<file path="config.mk">
export PLATFORM = sky130hd
export DESIGN_NAME = pms_ctrl
export DESIGN_NICKNAME = d
export VERILOG_FILES = /design/src/sv/assert_macros.svh /design/src/sv/pms_pkg.sv /design/src/sv/pms_ctrl.sv
export SDC_FILE = /design/constraint.sdc
export NUM_CORES = 1
export LEC_CHECK = 0
export BUFFER_PORTS_ARGS = -buffer_cell sky130_fd_sc_hd__buf_2
export CORE_AREA = 8 8 45 47
export CTS_BUF_LIST = sky130_fd_sc_hd__clkbuf_8
export CTS_CLUSTER_DIAMETER = 50
export DETAILED_ROUTE_END_ITERATION = 7
export DIE_AREA = 0 0 53 55
export GPL_TIMING_DRIVEN = 0
export HOLD_SLACK_MARGIN = 0.02
export SYNTH_ARGS = -nofsm -noshare
export SYNTH_HDL_FRONTEND = slang
export SYNTH_SLANG_ARGS = --single-unit
</file>
<file path="constraint.sdc">
create_clock -name i_clk -period 1.55 [get_ports i_clk]
set_input_delay 0.31 -clock i_clk [delete_from_list [all_inputs] [get_ports i_clk]]
set_output_delay 0.31 -clock i_clk [all_outputs]
set_load 0.02 [all_outputs]
</file>
<file path="src/sv/assert_macros.svh">
// ----------------------------------------------------------------------------
// Assertion macros
// Shared concurrent assertion forms for the pointer motion smoother.
// ----------------------------------------------------------------------------
`ifndef ASSERT_MACROS_SVH
`define ASSERT_MACROS_SVH

`ifndef SYNTH
// Same-cycle implication, disabled while reset is held.
`define ASSERT_IMPL(name, clk, rst_n, ante, cons) \
    name: assert property (@(posedge clk) disable iff (!(rst_n)) (ante) |-> (cons)) \
        else $error("assertion failed");
// Next-cycle implication, disabled while reset is held.
`define ASSERT_NEXT(name, clk, rst_n, ante, cons) \
    name: assert property (@(posedge clk) disable iff (!(rst_n)) (ante) |=> (cons)) \
        else $error("assertion failed");
`else
`define ASSERT_IMPL(name, clk, rst_n, ante, cons)
`define ASSERT_NEXT(name, clk, rst_n, ante, cons)
`endif

`endif

</file>
<file path="src/sv/pms_pkg.sv">
// ----------------------------------------------------------------------------
// Pointer motion smoother package
// Shared constants, controller states, command and status types.
// ----------------------------------------------------------------------------
package pms_pkg;

    localparam int unsigned HISTORY_DEPTH_DEF = 10;

    localparam int unsigned IN_W      = 16;   // offset field width
    localparam int unsigned SF_W      = 16;   // smoothing factor, Q0.16
    localparam int unsigned W_W       = 17;   // weight, Q1.16
    localparam int unsigned OUT_W     = 24;   // motion field width
    localparam int unsigned QW        = 24;   // quotient bits produced
    localparam int unsigned DIV_CNT_W = 5;

    localparam logic [SF_W-1:0]  SF_RESET = 16'h8000;
    localparam logic [W_W-1:0]   W_ONE    = 17'h10000;
    localparam logic [OUT_W-1:0] OUT_MAX  = 24'h7FFFFF;
    localparam logic [OUT_W-1:0] OUT_MIN  = 24'h800000;

    typedef enum logic [2:0] {
        S_IDLE,
        S_TAP_RD,
        S_TAP_MUL,
        S_TAP_ACC,
        S_DIV_INIT,
        S_DIV_STEP,
        S_DONE
    } t_state;

    typedef struct packed {
        logic accept;
        logic tap_mul;
        logic tap_acc;
        logic div_init;
        logic div_step;
        logic load_out;
    } t_dp_cmd;

    typedef struct packed {
        logic tap_last;
        logic div_last;
    } t_dp_sts;

    // Apply the sign to a quotient magnitude and clamp to the 24-bit range.
    function automatic logic [OUT_W-1:0] sat_out(input logic neg, input logic [QW-1:0] q);
        logic [OUT_W-1:0] res;
        if (!neg) begin
            res = q[QW-1] ? OUT_MAX : q;
        end else begin
            res = (q[QW-1] && (|q[QW-2:0])) ? OUT_MIN : (~q + 24'd1);
        end
        return res;
    endfunction

endpackage

</file>
<file path="src/sv/pms_ctrl.sv">
// ----------------------------------------------------------------------------
// Pointer motion smoother controller
// Sequences accept, tap accumulation, division and result hand-off.
// ----------------------------------------------------------------------------
module pms_ctrl (
    input  logic              i_clk,
    input  logic              i_rst_n,
    input  logic              s_axis_tvalid,
    output logic              s_axis_tready,
    output logic              m_axis_tvalid,
    input  logic              m_axis_tready,
    input  pms_pkg::t_dp_sts  i_sts,
    output pms_pkg::t_dp_cmd  o_cmd
);

    pms_pkg::t_state r_state;
    pms_pkg::t_state n_state;
    logic            r_out_valid;
    logic            n_out_valid;
    logic            out_free;

    // The result register may be refilled once it is empty or being taken.
    assign out_free      = !r_out_valid || m_axis_tready;
    assign m_axis_tvalid = r_out_valid;

    always_comb begin
        n_state = r_state;
        unique case (r_state)
            pms_pkg::S_IDLE: begin
                if (s_axis_tvalid) n_state = pms_pkg::S_TAP_RD;
            end
            pms_pkg::S_TAP_RD:  n_state = pms_pkg::S_TAP_MUL;
            pms_pkg::S_TAP_MUL: n_state = pms_pkg::S_TAP_ACC;
            pms_pkg::S_TAP_ACC: begin
                n_state = i_sts.tap_last ? pms_pkg::S_DIV_INIT : pms_pkg::S_TAP_RD;
            end
            pms_pkg::S_DIV_INIT: n_state = pms_pkg::S_DIV_STEP;
            pms_pkg::S_DIV_STEP: begin
                if (i_sts.div_last) n_state = pms_pkg::S_DONE;
            end
            pms_pkg::S_DONE: begin
                if (out_free) n_state = pms_pkg::S_IDLE;
            end
            default: n_state = pms_pkg::S_IDLE;
        endcase
    end

    always_comb begin
        o_cmd         = '0;
        s_axis_tready = 1'b0;
        unique case (r_state)
            pms_pkg::S_IDLE: begin
                s_axis_tready = 1'b1;
                o_cmd.accept  = s_axis_tvalid;
            end
            pms_pkg::S_TAP_RD:   o_cmd = '0;
            pms_pkg::S_TAP_MUL:  o_cmd.tap_mul  = 1'b1;
            pms_pkg::S_TAP_ACC:  o_cmd.tap_acc  = 1'b1;
            pms_pkg::S_DIV_INIT: o_cmd.div_init = 1'b1;
            pms_pkg::S_DIV_STEP: o_cmd.div_step = 1'b1;
            pms_pkg::S_DONE:     o_cmd.load_out = out_free;
            default:             o_cmd = '0;
        endcase
    end

    always_comb begin
        priority if (o_cmd.load_out) begin
            n_out_valid = 1'b1;
        end else if (m_axis_tready) begin
            n_out_valid = 1'b0;
        end else begin
            n_out_valid = r_out_valid;
        end
    end

    always_ff @(posedge i_clk) begin
        if (!i_rst_n) begin
            r_state     <= pms_pkg::S_IDLE;
            r_out_valid <= 1'b0;
        end else begin
            r_state     <= n_state;
            r_out_valid <= n_out_valid;
        end
    end

endmodule

</file>
==> results of run 1 <==
## worst max-delay path, stage by stage, from the launching register on
cell and delay [ns]:
dfxtp_1 0.29, buf_4 0.18, nor2b_4 0.17, nor2b_1 0.13, buf_2 0.17
## per-layer routing
| metal | global-route usage [%] | share of wire, % | vias up |
|---|---|---|---|
| met5 | 0 | 0 | - |
| met3 | 1.070 | 5.2 | 0 |
| met1 | 4.249 | 38 | 133 |
| met2 | 8.789 | 56 | 4 |
| li1 | - | - | 146 |
| met4 | 5.172 | 0 | 0 |
## cell usage after synthesis, drive strengths merged
| cell | number |
|---|---|
| xor2 | 1 |
| a21oi | 3 |
| o21a | 1 |
| nor2b | 4 |
| a21boi | 2 |
| buf | 4 |
| nor3 | 1 |
| nand2 | 3 |
| and2 | 2 |
| nand4 | 1 |
| nor3b | 1 |
| dfxtp | 4 |
| nand2b | 1 |
| nor2 | 1 |
| nand3b | 1 |
| and3b | 1 |
| mux2i | 1 |
| o21ai | 2 |
## power by group
| part | leakage, nW | switching, mW | internal [mW] |
|---|---|---|---|
| registers | 0.0330 | 0.00491 | 0.114 |
| logic | 0.150 | 0.0822 | 0.0707 |
| clock network | 0.0216 | 0.0500 | 0.165 |
## cell type report
class / instances / area (um^2) / area share (%)
Multi-Input combinational cell: 26 / 185.2 / 43.02
Sequential cell: 4 / 81.33 / 18.90
Timing Repair Buffer: 14 / 78.83 / 18.31
Clock buffer: 3 / 41.29 / 9.593
Buffer: 3 / 23.77 / 5.523
Tap cell: 16 / 20.02 / 4.651
## kinds of logic after synthesis
group	after synthesis	share of synthesized area (%)
simple gates	16	34.80
compound gates	8	16.74
flops	4	28.19
buf+inv	4	11.01
xor+xnor	1	5.728
mux	1	3.524
## timing repair
item	CTS	global route
setup endpoints to repair	0	3
resized for setup	0	6
buffers inserted	0	1
## cells in the final DEF, fill, tap and decap left out
| cell | instances |
|---|---|
| nand4_1 | 1 |
| o21a_1 | 1 |
| nor2b_4 | 1 |
| a21boi_1 | 2 |
| o21ai_1 | 2 |
| mux2i_1 | 1 |
| dfxtp_1 | 3 |
| clkbuf_8 | 3 |
| nand2_1 | 3 |
| and3b_1 | 1 |
| dfxtp_2 | 1 |
| nor3_2 | 1 |
| nand2b_1 | 1 |
| and2_1 | 2 |
| buf_2 | 13 |
| nor3b_2 | 1 |
| nor2b_1 | 3 |
| buf_6 | 2 |
| xor2_2 | 1 |
| a21oi_1 | 3 |
| buf_4 | 2 |
| nor2_1 | 1 |
| nand3b_1 | 1 |
## through the flow
stage / hold slack (ns) / setup WS, ns / cells / total power, mW / area (um^2)
after CTS: 0.3575 / 0.02075 / 66 / 0.4802 / 410.4
after detailed placement: 0.5160 / 0.2542 / 63 / 0.2617 / 369.1
final: 0.3586 / 0.07837 / 66 / 0.4868 / 430.4
after global placement: 0.5037 / 0.2518 / 63 / 0.2598 / 369.1
after global routing: 0.3841 / 0.002066 / 66 / 0.5167 / 430.4
after floorplan: 0.4261 / 0.1502 / 34 / 0.2243 / 284.0
## worst max path at each step
stage / endpoint / slack (ns) / depth (start not counted)
after detailed placement: o_cmd[4] / 0.25 / 4
final: o_cmd[4] / 0.08 / 4
after global placement: o_cmd[0] / 0.25 / 5
after floorplan: o_cmd[5] / 0.15 / 3
after global routing: o_cmd[4] / 0.002 / 4
after CTS: o_cmd[3] / 0.02 / 4
## flip-flops by register name (all words and copies together), names as in the netlist
register and flops:
m_axis_tvalid 1, r_state 3
==> impl_metrics.env, run 1 <==
export IMPL_first_global_vias=256
export IMPL_cts_buffer_depth=2
export IMPL_rows=14
export IMPL_hold_class="input pin to flop"
export IMPL_r2r_cells=4
export IMPL_grt_max_degree=11
export IMPL_netlist_area_leader_share_pct=28.19
export IMPL_antenna_left=0
export IMPL_clock_skew_ns=0.0003580
export IMPL_grt_ovfl_total=0
export IMPL_finalCriticalPeriod_ns=1.472
export IMPL_avgSynthCellArea_um2=8.354
export IMPL_num_io_pins=14
export IMPL_fill_cells=163
export IMPL_critPathLaunchType="flop"
export IMPL_numCtsBuffers=3
export IMPL_antenna_found_initial=0
export IMPL_ys_ff_latch=4
export IMPL_end_kind="primary output"
export IMPL_die_w_um=53
export IMPL_r2r_start="r_state[1]$_SDFFE_PN0P_"
export IMPL_cp_max_fo=10
export IMPL_syn_inst=34
export IMPL_timing_reg2reg_setup_slack_ns=0.67
export IMPL_path_clk_slew_ns=0.03
export IMPL_ys_top_cells_by_area="dfxtp_1 (28%), nor2b_1 (8.8%), xor2_2 (5.7%), a21oi_1 (5.3%), a21boi_1 (5.3%)"
export IMPL_startpoint="r_state[1]$_SDFFE_PN0P_"
export IMPL_max_freq_mhz=679.5
export IMPL_core_area_um2=1384
export IMPL_hold_depth=3
export IMPL_grt_first_pass_wirelength_um=1028
export IMPL_grt_usage_pct=4.861
export IMPL_hold_start="i_rst_n"
export IMPL_n_antenna_cell=0
export IMPL_synth_cell_types=20
export IMPL_dp_hpwl_um=551.2
export IMPL_area_growth_syn_to_layout_pct=51.54
export IMPL_root_buffer="clkbuf_8"
export IMPL_worstSetupPathType="flop to primary output"
export IMPL_maxCapViolations=0
export IMPL_synth_top_cell_by_area="dfxtp_1"
export IMPL_power_density_nw_per_um2=1131
export IMPL_ir_drop_mv=0.2971
export IMPL_portBuffers=13
export IMPL_ys_seq_area_share_pct=28.19
export IMPL_first_pass_iters=2
export IMPL_drc=0
export IMPL_utilization_pct=31.10
export IMPL_postCtsHoldBufs=0
export IMPL_hold_end="r_state[1]$_SDFFE_PN0P_"
export IMPL_fin_crit_sh_pct=94.94
export IMPL_start_util_pct=20.52
export IMPL_die_area_um2=2915
export IMPL_synth_nets=40
export IMPL_place_congestion=0.6951
export IMPL_r2r_end="r_state[2]$_SDFFE_PN0P_"
export IMPL_slew_viol_final=0
export IMPL_arrival_ns=1.16
export IMPL_syn_area_um2=284.0
export IMPL_setup_viol=0
export IMPL_num_vias=283
export IMPL_via_per_inst=4.288
export IMPL_cts_max_level=1
export IMPL_slew_headroom_pct=87.47
export IMPL_final_nets=58
export IMPL_wl_per_cell_um=11.09
export IMPL_hold_viol=0
export IMPL_worstPathRequired_ns=1.24
export IMPL_tightest_slew_ns=0.1879
export IMPL_outcome="finished clean"
export IMPL_wl_um=732
export IMPL_drive_gt1_share_pct=50.00
export IMPL_rsz0062_at_grt="false"
export IMPL_clock_latency_ns=0.21
export IMPL_p_leak_nw=0.2041
export IMPL_die_y_um=55
export IMPL_clock_sinks=4
export IMPL_drt_iter0_markers=3
export IMPL_cts_tree="built"
export IMPL_tns_ns=0
export IMPL_yosys_warnings=0
Power figures use the tool's default switching activity.
==> inputs of run 2 (changes only) <==
--- a/config.mk
+++ b/config.mk
@@ -7,7 +7,6 @@
 export LEC_CHECK = 0
 export BUFFER_PORTS_ARGS = -buffer_cell sky130_fd_sc_hd__buf_2
 export CORE_AREA = 8 8 45 47
-export CTS_BUF_LIST = sky130_fd_sc_hd__clkbuf_8
 export CTS_CLUSTER_DIAMETER = 50
 export DETAILED_ROUTE_END_ITERATION = 7
 export DIE_AREA = 0 0 53 55
==> run 2 against run 1 <==
Effect of this change:
- sequential share of layout area increased by 0.34 points
- register-to-register slack got worse by 0.08 ns
- via count increased by 4.9%
- clock power decreased by 40%
- first-iteration DRC count decreased by 33%
- highest routed layer is now met4
==> impl_metrics.env, run 2 (synthesis results as in run 1) <==
export IMPL_drive_gt1_share_pct=50.98
export IMPL_p_leak_nw=0.2024
export IMPL_start_util_pct=20.52
export IMPL_r2r_start="r_state[0]$_SDFFE_PN0P_"
export IMPL_outcome="finished clean"
export IMPL_die_area_um2=2915
export IMPL_slew_viol_final=0
export IMPL_fin_crit_sh_pct=94.97
export IMPL_placed_cells=63
export IMPL_finalCriticalPeriod_ns=1.472
export IMPL_n_antenna_cell=0
export IMPL_max_freq_mhz=679.4
export IMPL_grt_ovfl_total=0
export IMPL_stdcell_count=67
export IMPL_ir_drop_mv=0.2355
export IMPL_worstSetupPathType="flop to primary output"
export IMPL_top_register="r_state"
export IMPL_rsz0062_at_grt="false"
export IMPL_dp_hpwl_um=551.2
export IMPL_num_vias=297
export IMPL_place_congestion=0.6951
export IMPL_numCtsBuffers=3
export IMPL_wl_per_cell_um=10.84
export IMPL_maxCapViolations=0
export IMPL_via_per_inst=4.433
export IMPL_cts_tree="built"
export IMPL_fin_area_um2=422.9
export IMPL_num_io_pins=14
export IMPL_first_pass_iters=4
export IMPL_hold_viol=0
export IMPL_setup_viol=0
export IMPL_arrival_ns=1.16
export IMPL_clock_latency_ns=0.23
export IMPL_largest_reg_flops=3
export IMPL_critPathLaunchType="flop"
export IMPL_postCtsHoldBufs=0
export IMPL_path_clk_slew_ns=0.04
export IMPL_die_y_um=55
export IMPL_slew_headroom_pct=87.63
export IMPL_portBuffers=13
export IMPL_hold_start="i_rst_n"
export IMPL_wl_um=726
export IMPL_final_nets=59
export IMPL_layout_commonest_cell="buf_2"
export IMPL_setup_ws_ns=0.07803
export IMPL_grt_max_degree=11
export IMPL_grt_first_pass_wirelength_um=1000
export IMPL_drc=0
export IMPL_clock_sinks=4
export IMPL_hold_class="input pin to flop"
export IMPL_core_area_um2=1384
export IMPL_total_power_mw=0.4082
export IMPL_fill_cells=166
export IMPL_antenna_left=0
export IMPL_cts_buffer_depth=2
export IMPL_drt_iter0_markers=2
export IMPL_post_place_ws_ns=0.2542
export IMPL_tns_ns=0
export IMPL_die_w_um=53
export IMPL_cts_max_level=1
export IMPL_startpoint="r_state[2]$_SDFFE_PN0P_"
export IMPL_worstPathRequired_ns=1.24
export IMPL_tightest_slew_ns=0.1855
export IMPL_power_density_nw_per_um2=965.3
export IMPL_grt_usage_pct=4.752
export IMPL_cp_max_fo=9
export IMPL_area_growth_syn_to_layout_pct=48.90
export IMPL_place_area_um2=369.1
export IMPL_antenna_found_initial=0
export IMPL_end_kind="primary output"
export IMPL_rows=14
export IMPL_root_buffer="clkbuf_4"
export IMPL_first_global_vias=253
export IMPL_clock_skew_ns=0.0003653
## run 2: path summary, 6_finish.rpt
| check | to | depth (start not counted) | slack, ns |
|---|---|---|---|
| hold / removal | r_state[1]$_SDFFE_PN0P_ | 3 | 0.34 |
| hold reg to reg | m_axis_tvalid$_SDFFE_PN0P_ | 2 | 0.51 |
| setup / recovery | o_cmd[5] | 4 | 0.08 |
| setup reg to reg | r_state[0]$_SDFFE_PN0P_ | 5 | 0.59 |
## run 2: layout make-up
class | instances | area [um^2] | area share, %
plain buffers | 3 | 27.53 | 6.509
clock buffers | 3 | 22.52 | 5.325
multi-input cells | 26 | 185.2 | 43.79
flip-flops and latches | 4 | 81.33 | 19.23
well taps | 16 | 20.02 | 4.734
repair buffers | 15 | 86.33 | 20.41
## run 2: stage by stage
step	hold WS, ns	utilization [%]
detailed placement	0.5160	26.67
global route	0.3608	30.56
global placement	0.5037	26.67
finish	0.3380	30.56
floorplan	0.4261	-
CTS	0.3346	28.48
## run 2: critical path, cell delays in order, from the launching register on
cell and delay [ns]:
dfxtp_1 0.28, buf_2 0.17, nor3_2 0.19, and2_1 0.13, buf_2 0.15
## run 2: per-layer routing
layer / global-route usage (%) / vias to the layer above / share of wire [%]
li1: - / 149 / -
met1: 4.401 / 134 / 37
met2: 8.203 / 10 / 52
met3: 1.070 / 4 / 6.5
met4: 5.172 / 0 / 4.4
met5: 0 / - / 0
## run 2: repair_timing
action / CTS / global route
pin swaps: 0 / 1
gates cloned: 0 / 0
endpoints found under the hold margin: 0 / 0
gates resized for setup: 1 / 6
endpoints found under the setup margin: 2 / 3
buffers inserted: 0 / 2
## run 2: power breakdown
part           switching [mW]  internal (mW)
clock                  0.0413         0.0865
combinational          0.0834         0.0777
sequential            0.00571          0.114
total                   0.130          0.278
==> inputs of run 3 (changes only) <==
==> constraint.sdc (replaced) <==
create_clock -name i_clk -period 1.9 [get_ports i_clk]
set_input_delay 0.38 -clock i_clk [delete_from_list [all_inputs] [get_ports i_clk]]
set_output_delay 0.38 -clock i_clk [all_outputs]
set_load 0.02 [all_outputs]
==> run 3 against run 2 <==
Effect of this change:
- global-route usage did not move
- power fell by 23%
- register-to-register slack improved by 0.37 ns
- largest cell class unchanged
==> impl_metrics.env, run 3 (synthesis results as in run 1) <==
export IMPL_critPathLaunchType="flop"
export IMPL_layout_commonest_cell="buf_2"
export IMPL_grt_first_pass_wirelength_um=1000
export IMPL_tns_ns=0
export IMPL_rsz0062_at_grt="false"
export IMPL_worstSetupPathType="flop to primary output"
export IMPL_worstPathRequired_ns=1.52
export IMPL_path_buf_inv=2
export IMPL_die_area_um2=2915
export IMPL_arrival_ns=1.23
export IMPL_postCtsHoldBufs=0
export IMPL_hold_viol=0
export IMPL_setup_viol=0
export IMPL_final_nets=58
export IMPL_slew_viol_final=0
export IMPL_path_cells="buf_4 -> nor2b_1 -> and2_1 -> buf_2"
export IMPL_cp_max_fo=10
export IMPL_whs_ns=0.4096
export IMPL_clock_latency_ns=0.23
export IMPL_wl_per_cell_um=10.32
export IMPL_utilization_pct=28.30
export IMPL_post_cts_buffers=0
export IMPL_fin_area_um2=391.6
export IMPL_largest_reg_flops=3
export IMPL_grt_ovfl_total=0
export IMPL_rows=14
export IMPL_drc=0
export IMPL_post_place_ws_ns=0.5342
export IMPL_num_vias=280
export IMPL_path_clk_slew_ns=0.04
export IMPL_p_leak_nw=0.1923
export IMPL_die_w_um=53
export IMPL_root_buffer="clkbuf_4"
export IMPL_end_kind="primary output"
export IMPL_antenna_left=0
export IMPL_place_area_um2=369.1
export IMPL_top_register="r_state"
export IMPL_dp_hpwl_um=551.2
export IMPL_power_density_nw_per_um2=802.0
export IMPL_portBuffers=13
export IMPL_cts_tree="built"
export IMPL_tightest_slew_ns=0.1803
export IMPL_num_io_pins=14
export IMPL_max_freq_mhz=619.7
export IMPL_postCtsResizedCells=0
export IMPL_first_global_vias=253
export IMPL_maxCapViolations=0
export IMPL_cp_top_family="simple AND/OR/NAND/NOR gates"
export IMPL_area_growth_syn_to_layout_pct=37.89
export IMPL_die_y_um=55
export IMPL_n_antenna_cell=0
export IMPL_antenna_found_initial=0
export IMPL_clock_skew_ns=0.0007704
export IMPL_cts_buffer_depth=2
export IMPL_first_pass_iters=4
export IMPL_fin_crit_sh_pct=84.93
export IMPL_drt_iter0_markers=5
export IMPL_setup_ws_ns=0.2863
export IMPL_start_util_pct=20.52
export IMPL_clock_sinks=4
export IMPL_grt_usage_pct=4.752
export IMPL_hold_class="input pin to flop"
export IMPL_numCtsBuffers=3
export IMPL_grt_max_degree=11
export IMPL_wl_um=681
export IMPL_finalCriticalPeriod_ns=1.614
export IMPL_slew_headroom_pct=87.96
export IMPL_crit_path_top_delay_cell="dfxtp_1"
export IMPL_via_per_inst=4.242
export IMPL_core_area_um2=1384
export IMPL_outcome="finished clean"
export IMPL_ir_drop_mv=0.1912
export IMPL_critPathMaxStageDelay_ns=0.30
export IMPL_cts_max_level=1
export IMPL_final_cell_mix="buf_2 (14), nor2b_1 (4), dfxtp_1 (4)"
export IMPL_drive_gt1_share_pct=44.00
export IMPL_place_congestion=0.6951
run 3: cell count changes in the layout (fill, tap and decap cells not counted), sizes merged:
cell,change
buf,-1
run 3: power by group:
group	internal (mW)	switching [mW]	total [mW]
sequential	0.0919	0.00393	0.0959
clock	0.0706	0.0333	0.104
combinational	0.0505	0.0638	0.114
total	0.213	0.101	0.314
run 3: area by class of cell:
type	instances	area, um^2
fill	168	992.2
multi-input combinational	26	172.7
sequential	4	80.08
timing repair buffer	13	65.06
buffer	4	31.28
clock buffer	3	22.52
tap	16	20.02
run 3: worst paths after layout:
path	start	endpoint	slack, ns	cells after the start
hold reg to reg	m_axis_tvalid$_SDFFE_PN0P_	m_axis_tvalid$_SDFFE_PN0P_	0.51	2
setup reg to reg	r_state[1]$_SDFFE_PN0P_	r_state[2]$_SDFFE_PN0P_	0.96	4
hold / removal	i_rst_n	r_state[1]$_SDFFE_PN0P_	0.41	3
setup / recovery	r_state[1]$_SDFFE_PN0P_	o_cmd[3]	0.29	4
run 3: layer usage:
layer / wire length (um) / vias to the layer above / global-route usage [%]
li1: - / 147 / -
met2: 366 / 6 / 8.203
met4: 13 / 0 / 5.172
met1: 259 / 125 / 4.401
met3: 41 / 2 / 1.070
met5: 0 / - / 0
run 3: through the flow:
step | std cells | power, mW
floorplan | 34 | 0.1830
global placement | 63 | 0.2119
detailed placement | 63 | 0.2135
CTS | 66 | 0.3206
global route | 66 | 0.3371
finish | 66 | 0.3141
run 3: worst min-delay path, stage by stage:
cell and delay, ns:
buf_2 0.12, nand2_1 0.06, a21oi_1 0.03
